[config.mk]
export PLATFORM = sky130hd
export DESIGN_NAME = sync_word_command_deframer_unit
export DESIGN_NICKNAME = d
export VERILOG_FILES = /design/src/rtl/swcd_pkg.sv /design/src/rtl/swcd_cell.sv /design/src/rtl/swcd_out_stage.sv /design/src/rtl/sync_word_command_deframer_unit.sv
export VERILOG_INCLUDE_DIRS = /design/src /design/src/rtl
export SDC_FILE = /design/constraint.sdc
export NUM_CORES = 1
export LEC_CHECK = 0
export ABC_CLOCK_PERIOD_IN_PS = 3800
export BUFFER_PORTS_ARGS = -buffer_cell sky130_fd_sc_hd__buf_2
export CORE_MARGIN = 3
export CORE_UTILIZATION = 58
export CTS_BUF_LIST = sky130_fd_sc_hd__clkbuf_2 sky130_fd_sc_hd__clkbuf_4 sky130_fd_sc_hd__clkbuf_8
export DETAILED_ROUTE_END_ITERATION = 12
export PLACE_DENSITY_LB_ADDON = 0.08
export SYNTH_ARGS = -nofsm -noshare
export SYNTH_HDL_FRONTEND = slang
export SYNTH_HIERARCHICAL = 1
export SYNTH_SLANG_ARGS = --single-unit
[constraint.sdc]
create_clock -name i_clk -period 3.8 [get_ports i_clk]
set_clock_uncertainty 0.05 [all_clocks]
set_input_delay 0.57 -clock i_clk [delete_from_list [all_inputs] [get_ports i_clk]]
set_output_delay 0.57 -clock i_clk [all_outputs]
set_load 0.01 [all_outputs]
[src/rtl/sync_word_command_deframer_unit_macros.svh]
`ifndef SYNC_WORD_COMMAND_DEFRAMER_UNIT_MACROS_SVH
`define SYNC_WORD_COMMAND_DEFRAMER_UNIT_MACROS_SVH

// Same-cycle implication, sampled on the rising clock edge outside reset.
`define SWCD_ASSERT_NOW(label, ante, cons, msg) \
    label: assert property (@(posedge i_clk) disable iff (!i_rst_n) \
        (ante) |-> (cons)) else $error(msg);

// Next-cycle implication, sampled on the rising clock edge outside reset.
`define SWCD_ASSERT_NEXT(label, ante, cons, msg) \
    label: assert property (@(posedge i_clk) disable iff (!i_rst_n) \
        (ante) |=> (cons)) else $error(msg);

`endif

[src/rtl/swcd_pkg.sv]
package swcd_pkg;

    localparam int unsigned NUM_CELLS = 6;
    localparam int unsigned SYNC_CELLS = 4;

    localparam logic [7:0] CODE_FREQ  = 8'h31;
    localparam logic [7:0] CODE_DUTY  = 8'h32;
    localparam logic [7:0] CODE_RELAY = 8'h33;

    localparam logic [31:0] SYNC_RESET = 32'h7362_6572;

    localparam logic [1:0] KIND_FREQ  = 2'd0;
    localparam logic [1:0] KIND_DUTY  = 2'd1;
    localparam logic [1:0] KIND_RELAY = 2'd2;

    localparam logic [2:0] FILL_FULL = 3'd6;

    typedef struct packed {
        logic       hit;
        logic [7:0] code;
        logic [7:0] p0;
        logic [7:0] p1;
    } t_frame;

endpackage

[src/rtl/swcd_cell.sv]
module swcd_cell (
    input  logic       i_clk,
    input  logic       i_en,
    input  logic [7:0] i_d,
    output logic [7:0] o_q,
    input  logic       i_cmp_en,
    input  logic [7:0] i_ref,
    input  logic       i_match,
    output logic       o_match
);

    logic [7:0] r_q;

    always_ff @(posedge i_clk) begin
        if (i_en) begin
            r_q <= i_d;
        end
    end

    assign o_q     = r_q;
    assign o_match = i_match & (~i_cmp_en | (r_q == i_ref));

endmodule

[src/rtl/swcd_out_stage.sv]
module swcd_out_stage (
    input  logic                  i_clk,
    input  logic                  i_rst_n,
    input  swcd_pkg::t_frame      i_frame,
    input  logic                  i_take,
    output logic                  o_valid,
    output logic [1:0]            o_kind,
    output logic [15:0]           o_value
);

    logic        r_valid;
    logic [1:0]  r_kind;
    logic [15:0] r_value;
    logic        n_valid;
    logic        known;
    logic [1:0]  kind;
    logic [15:0] value;

    always_comb begin
        known = 1'b1;
        kind  = swcd_pkg::KIND_FREQ;
        value = {i_frame.p1, i_frame.p0};
        unique case (i_frame.code)
            swcd_pkg::CODE_FREQ: begin
                kind = swcd_pkg::KIND_FREQ;
            end
            swcd_pkg::CODE_DUTY: begin
                kind = swcd_pkg::KIND_DUTY;
            end
            swcd_pkg::CODE_RELAY: begin
                kind  = swcd_pkg::KIND_RELAY;
                value = {15'd0, (i_frame.p0 != 8'd0)};
            end
            default: begin
                known = 1'b0;
            end
        endcase
        n_valid = (r_valid & ~i_take) | (i_frame.hit & known);
    end

    always_ff @(posedge i_clk) begin
        if (!i_rst_n) begin
            r_valid <= 1'b0;
        end else begin
            r_valid <= n_valid;
        end
    end

    always_ff @(posedge i_clk) begin
        if (i_frame.hit && known) begin
            r_kind  <= kind;
            r_value <= value;
        end
    end

    assign o_valid = r_valid;
    assign o_kind  = r_kind;
    assign o_value = r_value;

endmodule

[src/rtl/sync_word_command_deframer_unit.sv]
// Sync-word command deframer. Each accepted word is one received byte; a frame is four sync
// bytes, a code byte and two parameter bytes (low byte first). A matched frame with code '1',
// '2' or '3' yields one command word (frequency, duty, relay); other codes are consumed
// silently, and unmatched bytes slide out one at a time. The block takes one byte every cycle
// unless a held command is not taken: six byte cells shift on each accepted byte, the sync
// compare runs along the cell chain in the same cycle, and a one-entry output register holds
// the command until taken. A command appears in the cycle after the byte that completes its
// frame. The sync word is written through the configuration channel, which is always ready.
`include "sync_word_command_deframer_unit_macros.svh"

module sync_word_command_deframer_unit (
    input  logic        i_clk,
    input  logic        i_rst_n,
    input  logic        i_rx_valid,
    output logic        o_rx_ready,
    input  logic [7:0]  i_rx_byte,
    output logic        o_cmd_valid,
    input  logic        i_cmd_ready,
    output logic [1:0]  o_command_kind,
    output logic [15:0] o_command_value,
    input  logic        i_cfg_valid,
    output logic        o_cfg_ready,
    input  logic [31:0] i_cfg_sync_word
);

    logic [31:0]      r_sync;
    logic [2:0]       r_fill;
    logic [2:0]       n_fill;
    logic             accept;
    logic             match;
    swcd_pkg::t_frame frame;

    logic [7:0] cell_d     [swcd_pkg::NUM_CELLS];
    logic [7:0] cell_q     [swcd_pkg::NUM_CELLS];
    logic [7:0] cell_ref   [swcd_pkg::NUM_CELLS];
    logic       cell_cmp   [swcd_pkg::NUM_CELLS];
    logic       match_in   [swcd_pkg::NUM_CELLS];
    logic       match_out  [swcd_pkg::NUM_CELLS];

    assign o_cfg_ready = 1'b1;
    assign o_rx_ready  = ~o_cmd_valid | i_cmd_ready;
    assign accept      = i_rx_valid & o_rx_ready;

    always_ff @(posedge i_clk) begin
        if (!i_rst_n) begin
            r_sync <= swcd_pkg::SYNC_RESET;
        end else if (i_cfg_valid) begin
            r_sync <= i_cfg_sync_word;
        end
    end

    // Cell 0 holds the newest byte; the oldest sync byte sits in the last cell.
    for (genvar k = 0; k < swcd_pkg::NUM_CELLS; k++) begin : g_cell
        if (k == 0) begin : g_head
            assign cell_d[k] = i_rx_byte;
        end else begin : g_link
            assign cell_d[k] = cell_q[k-1];
        end
        if (k == swcd_pkg::NUM_CELLS - 1) begin : g_tail
            assign match_in[k] = 1'b1;
        end else begin : g_mid
            assign match_in[k] = match_out[k+1];
        end
        if (k >= swcd_pkg::NUM_CELLS - swcd_pkg::SYNC_CELLS) begin : g_sync
            assign cell_cmp[k] = 1'b1;
            assign cell_ref[k] =
                r_sync[8*(k-(swcd_pkg::NUM_CELLS-swcd_pkg::SYNC_CELLS)) +: 8];
        end else begin : g_data
            assign cell_cmp[k] = 1'b0;
            assign cell_ref[k] = 8'd0;
        end
        swcd_cell u_cell (
            .i_clk    (i_clk),
            .i_en     (accept),
            .i_d      (cell_d[k]),
            .o_q      (cell_q[k]),
            .i_cmp_en (cell_cmp[k]),
            .i_ref    (cell_ref[k]),
            .i_match  (match_in[k]),
            .o_match  (match_out[k])
        );
    end

    assign match = match_out[0];

    always_comb begin
        frame.hit  = accept & (r_fill == swcd_pkg::FILL_FULL) & match;
        frame.code = cell_q[1];
        frame.p0   = cell_q[0];
        frame.p1   = i_rx_byte;
        n_fill     = r_fill;
        if (accept) begin
            if (r_fill != swcd_pkg::FILL_FULL) begin
                n_fill = r_fill + 3'd1;
            end else if (match) begin
                n_fill = 3'd0;
            end
        end
    end

    always_ff @(posedge i_clk) begin
        if (!i_rst_n) begin
            r_fill <= 3'd0;
        end else begin
            r_fill <= n_fill;
        end
    end

    swcd_out_stage u_out (
        .i_clk   (i_clk),
        .i_rst_n (i_rst_n),
        .i_frame (frame),
        .i_take  (i_cmd_ready),
        .o_valid (o_cmd_valid),
        .o_kind  (o_command_kind),
        .o_value (o_command_value)
    );

    `SWCD_ASSERT_NOW(a_fill_range, 1'b1, r_fill <= swcd_pkg::FILL_FULL, "fill count out of range")
    `SWCD_ASSERT_NEXT(a_frame_clears, frame.hit, r_fill == 3'd0, "frame did not clear count")
    `SWCD_ASSERT_NEXT(a_fill_step, accept && (r_fill < swcd_pkg::FILL_FULL), r_fill == $past(r_fill) + 3'd1, "fill count did not advance")
    `SWCD_ASSERT_NOW(a_stall_blocks, o_cmd_valid && !i_cmd_ready, !o_rx_ready, "byte taken while command stalled")

endmodule

==> flow_metrics.env <==
export IMPL_seqPwrFrac_pct=56.8
export IMPL_htreeDepth=3
export IMPL_route_met2_wl_um=3459
export IMPL_clkPwrFrac_pct=36.0
export IMPL_final_util_pct=70.58
export IMPL_switching_share_pct=21.31
export IMPL_grt_pass1_wl_um=11060
export IMPL_cts_buffers=9
export IMPL_wl_per_cell_um=13.48
export IMPL_max_freq_mhz=383.3
export IMPL_outcome="finished, final reports clean"
export IMPL_port_buffers=64
export IMPL_placed_cells=469
export IMPL_die_h_um=90.77
export IMPL_final_seq_area_sq_um=2703
export IMPL_top_layer="met4"
export IMPL_core_sq_um=6869
export IMPL_multi_input_area_sq_um=1438
export IMPL_drc_errors=0
export IMPL_synth_top_area_share_pct=47.55
export IMPL_ctsResizeCount=0
export IMPL_via_per_inst=4.833
export IMPL_grt_overflow=0
export IMPL_design_area_sq_um=4848
export IMPL_worstMarginPinSlew_ns=0.9347
export IMPL_drt_iter0_drc=67
export IMPL_postSynthAreaPerCell_sq_um=14.08
export IMPL_grt_usage_pct=17.05
export IMPL_antenna_found_initial=0
export IMPL_synth_cell_area_sq_um=4168
export IMPL_cts_tree="done"
export IMPL_die_x_um=90.77
export IMPL_min_path_type="in2reg"
export IMPL_grt_max_degree=50
export IMPL_start_util_pct=60.67
export IMPL_cts_hold_buf=0
export IMPL_clk_latency_ns=0.35
export IMPL_slew_headroom_pct=37.68
export IMPL_synth_area_leaders="edfxtp_1 (48%), dfxtp_1 (17%), xnor2_1 (10%), mux2i_1 (7.7%), and2_1 (3.0%)"
export IMPL_num_nets_final=429
export IMPL_fin_crit_sh_pct=68.66
export IMPL_post_dp_cell_area_sq_um=4599
export IMPL_worstPathArrival_ns=2.60
export IMPL_pin_count=66
export IMPL_dp_slack_ns=1.212
export IMPL_rsz0062_at_grt="false"
export IMPL_setup_viol=0
export IMPL_synth_cells=296
export IMPL_dr_pass1_iters=4
export IMPL_crit_path_start_kind="flip-flop"
export IMPL_num_rows=30
export IMPL_intPower_mw=1.776
export IMPL_dieArea_sq_um=8239
export IMPL_period_needed_ns=2.609
export IMPL_drtAntennaViolNets=0
export IMPL_yosysSeqAreaShare_pct=64.85
export IMPL_drv_cap=0
export IMPL_num_vias=2344
export IMPL_cp_end_kind="flip-flop"
export IMPL_power_switching_uw=481.1
export IMPL_slew_viol_final=0
export IMPL_post_cts_setup_buffers=0
export IMPL_ys_types=39
export IMPL_clk_pin_slew_ns=0.10
export IMPL_cts_sinks=102
export IMPL_clk_path_buf_depth=2
export IMPL_yosysWarnings=6
export IMPL_root_buffer="clkbuf_8"
export IMPL_wl_met1_um=2694
export IMPL_num_fill_cells=504
export IMPL_hold_violations=0
export IMPL_criticalPathCategory="reg2reg"
export IMPL_layout_drive_gt1_share_pct=21.85
export IMPL_power_density_nw_per_um2=465.6
export IMPL_leakagePower_nw=1.906
export IMPL_dp_hpwl_um=4405
export IMPL_required_ns=3.79
export IMPL_grt_pass1_vias=2407
export IMPL_synth_seq_cells=102
export IMPL_wl_met3_um=335
export IMPL_gp_congestion=0.7393
export IMPL_vdd_drop_max_uv=360.3
export IMPL_pwr_share_comb_pct=7.2
export IMPL_synth_area_leader_cell="edfxtp_1"
export IMPL_setup_tns_ns=0
export IMPL_setup_ws_ns=1.191
export IMPL_crit_fanout=18
export IMPL_routed_wl_um=6540
export IMPL_num_antenna_cells=0
export IMPL_stdcell_count=485
export IMPL_syn2layout_area_growth_pct=16.33
[path summary, 6_finish.rpt]
path                                     start  slack [ns]                                end  depth (start not counted)
max          g_cell[5].u_cell/o_q[3]$_DFFE_PP_        1.19          u_out/o_kind[0]$_DFFE_PP_                         14
min                               i_rx_byte[6]        0.34  g_cell[0].u_cell/o_q[6]$_DFFE_PP_                          1
max reg2reg  g_cell[5].u_cell/o_q[3]$_DFFE_PP_        1.19          u_out/o_kind[0]$_DFFE_PP_                         14
min reg2reg  g_cell[4].u_cell/o_q[2]$_DFFE_PP_        0.41  g_cell[5].u_cell/o_q[2]$_DFFE_PP_                          0
[worst max-delay path: stages, from the launching register on]
cell,delay (ns)
edfxtp_1,0.39
xnor2_1,0.15
nand4_1,0.14
o21ai_1,0.14
and2_1,0.13
and2_1,0.12
and2_1,0.13
and2_1,0.12
and2_1,0.11
and2_1,0.15
nand2_1,0.06
nor3_1,0.11
o21ai_0,0.13
nor2_1,0.11
buf_4,0.27
[routing by layer]
metal  vias up  global-route usage, %
li1       1197                      -
met1      1079                  19.90
met2        62                  29.83
met3         6                  5.833
met4         0                  4.899
met5         -                      0
[registers in the layout, summed over array words and instances (netlist names)]
| register | cells |
|---|---|
| r_fill | 3 |
| u_out/o_valid | 1 |
| g_cell.u_cell/o_q | 48 |
| u_out/o_kind | 2 |
| r_sync | 32 |
| u_out/o_value | 16 |
[power groups by stage]
stage / registers (mW) / logic, mW / clock network, mW
finish: 1.28 / 0.163 / 0.812
global route: 1.29 / 0.183 / 0.877
CTS: 1.28 / 0.165 / 0.835
detailed placement: 1.31 / 0.164 / 0
global placement: 1.31 / 0.159 / 0
floorplan: 1.30 / 0.130 / 0
[synth_stat cells]
master,instances
dfxtp_1,36
o21bai_1,1
nor3_1,1
clkbuf_1,2
nor4_1,1
and2_4,1
o21a_1,1
a21oi_1,1
edfxtp_1,66
inv_1,3
buf_2,2
nor3b_1,1
o21ai_1,6
and2_1,20
nand2_1,19
a21boi_0,1
o21ai_0,2
nand2b_4,1
nand3b_1,1
and2_2,1
a21o_1,1
nand3_1,1
a41o_1,2
conb_1,2
nand4_4,1
and4bb_1,1
o31ai_1,1
mux2i_1,32
xnor2_1,48
buf_6,3
nand4_1,12
or4_1,1
o211a_1,1
nor2_1,2
and3_1,1
buf_4,1
nor2b_1,16
buf_12,2
a31oi_1,1
[area by class of cell]
type	instances	area share (%)
well taps	96	2.477
inverters	3	0.2323
flip-flops and latches	102	55.74
multi-input cells	203	29.65
repair buffers	65	6.761
clock inverters	7	2.581
clock buffers	9	2.555
[cell usage in the layout, fill, tap and decap left out, types with 2 or more instances in the layout]
cell type	n
clkbuf_8	9
nand2_1	19
dfxtp_1	36
o21ai_0	2
o21ai_1	6
inv_1	3
inv_6	3
conb_1	24
mux2i_1	32
a41o_1	2
and2_1	20
edfxtp_1	66
nor2_1	2
nand4_1	12
bufinv_16	3
buf_2	64
nor2b_1	16
xnor2_1	48
[kinds of logic after synthesis]
| group | Yosys count | synth area share [%] |
|---|---|---|
| AO/OA/AOI/OAI | 18 | 2.852 |
| XOR/XNOR | 48 | 10.09 |
| buffers and inverters | 13 | 2.642 |
| flip-flops | 102 | 64.85 |
| multiplexers | 32 | 7.685 |
| other | 2 | 0.1802 |
| AND/OR/NAND/NOR | 81 | 11.71 |
[stage by stage]
| step | hold WS [ns] | total power, mW |
|---|---|---|
| after global routing | 0.3205 | 2.350 |
| after global placement | 0.4000 | 1.465 |
| after detailed placement | 0.4056 | 1.472 |
| final | 0.3438 | 2.257 |
| after CTS | 0.3203 | 2.283 |
| after floorplan | 0.3987 | 1.426 |
(Power assumes the default switching activity.)
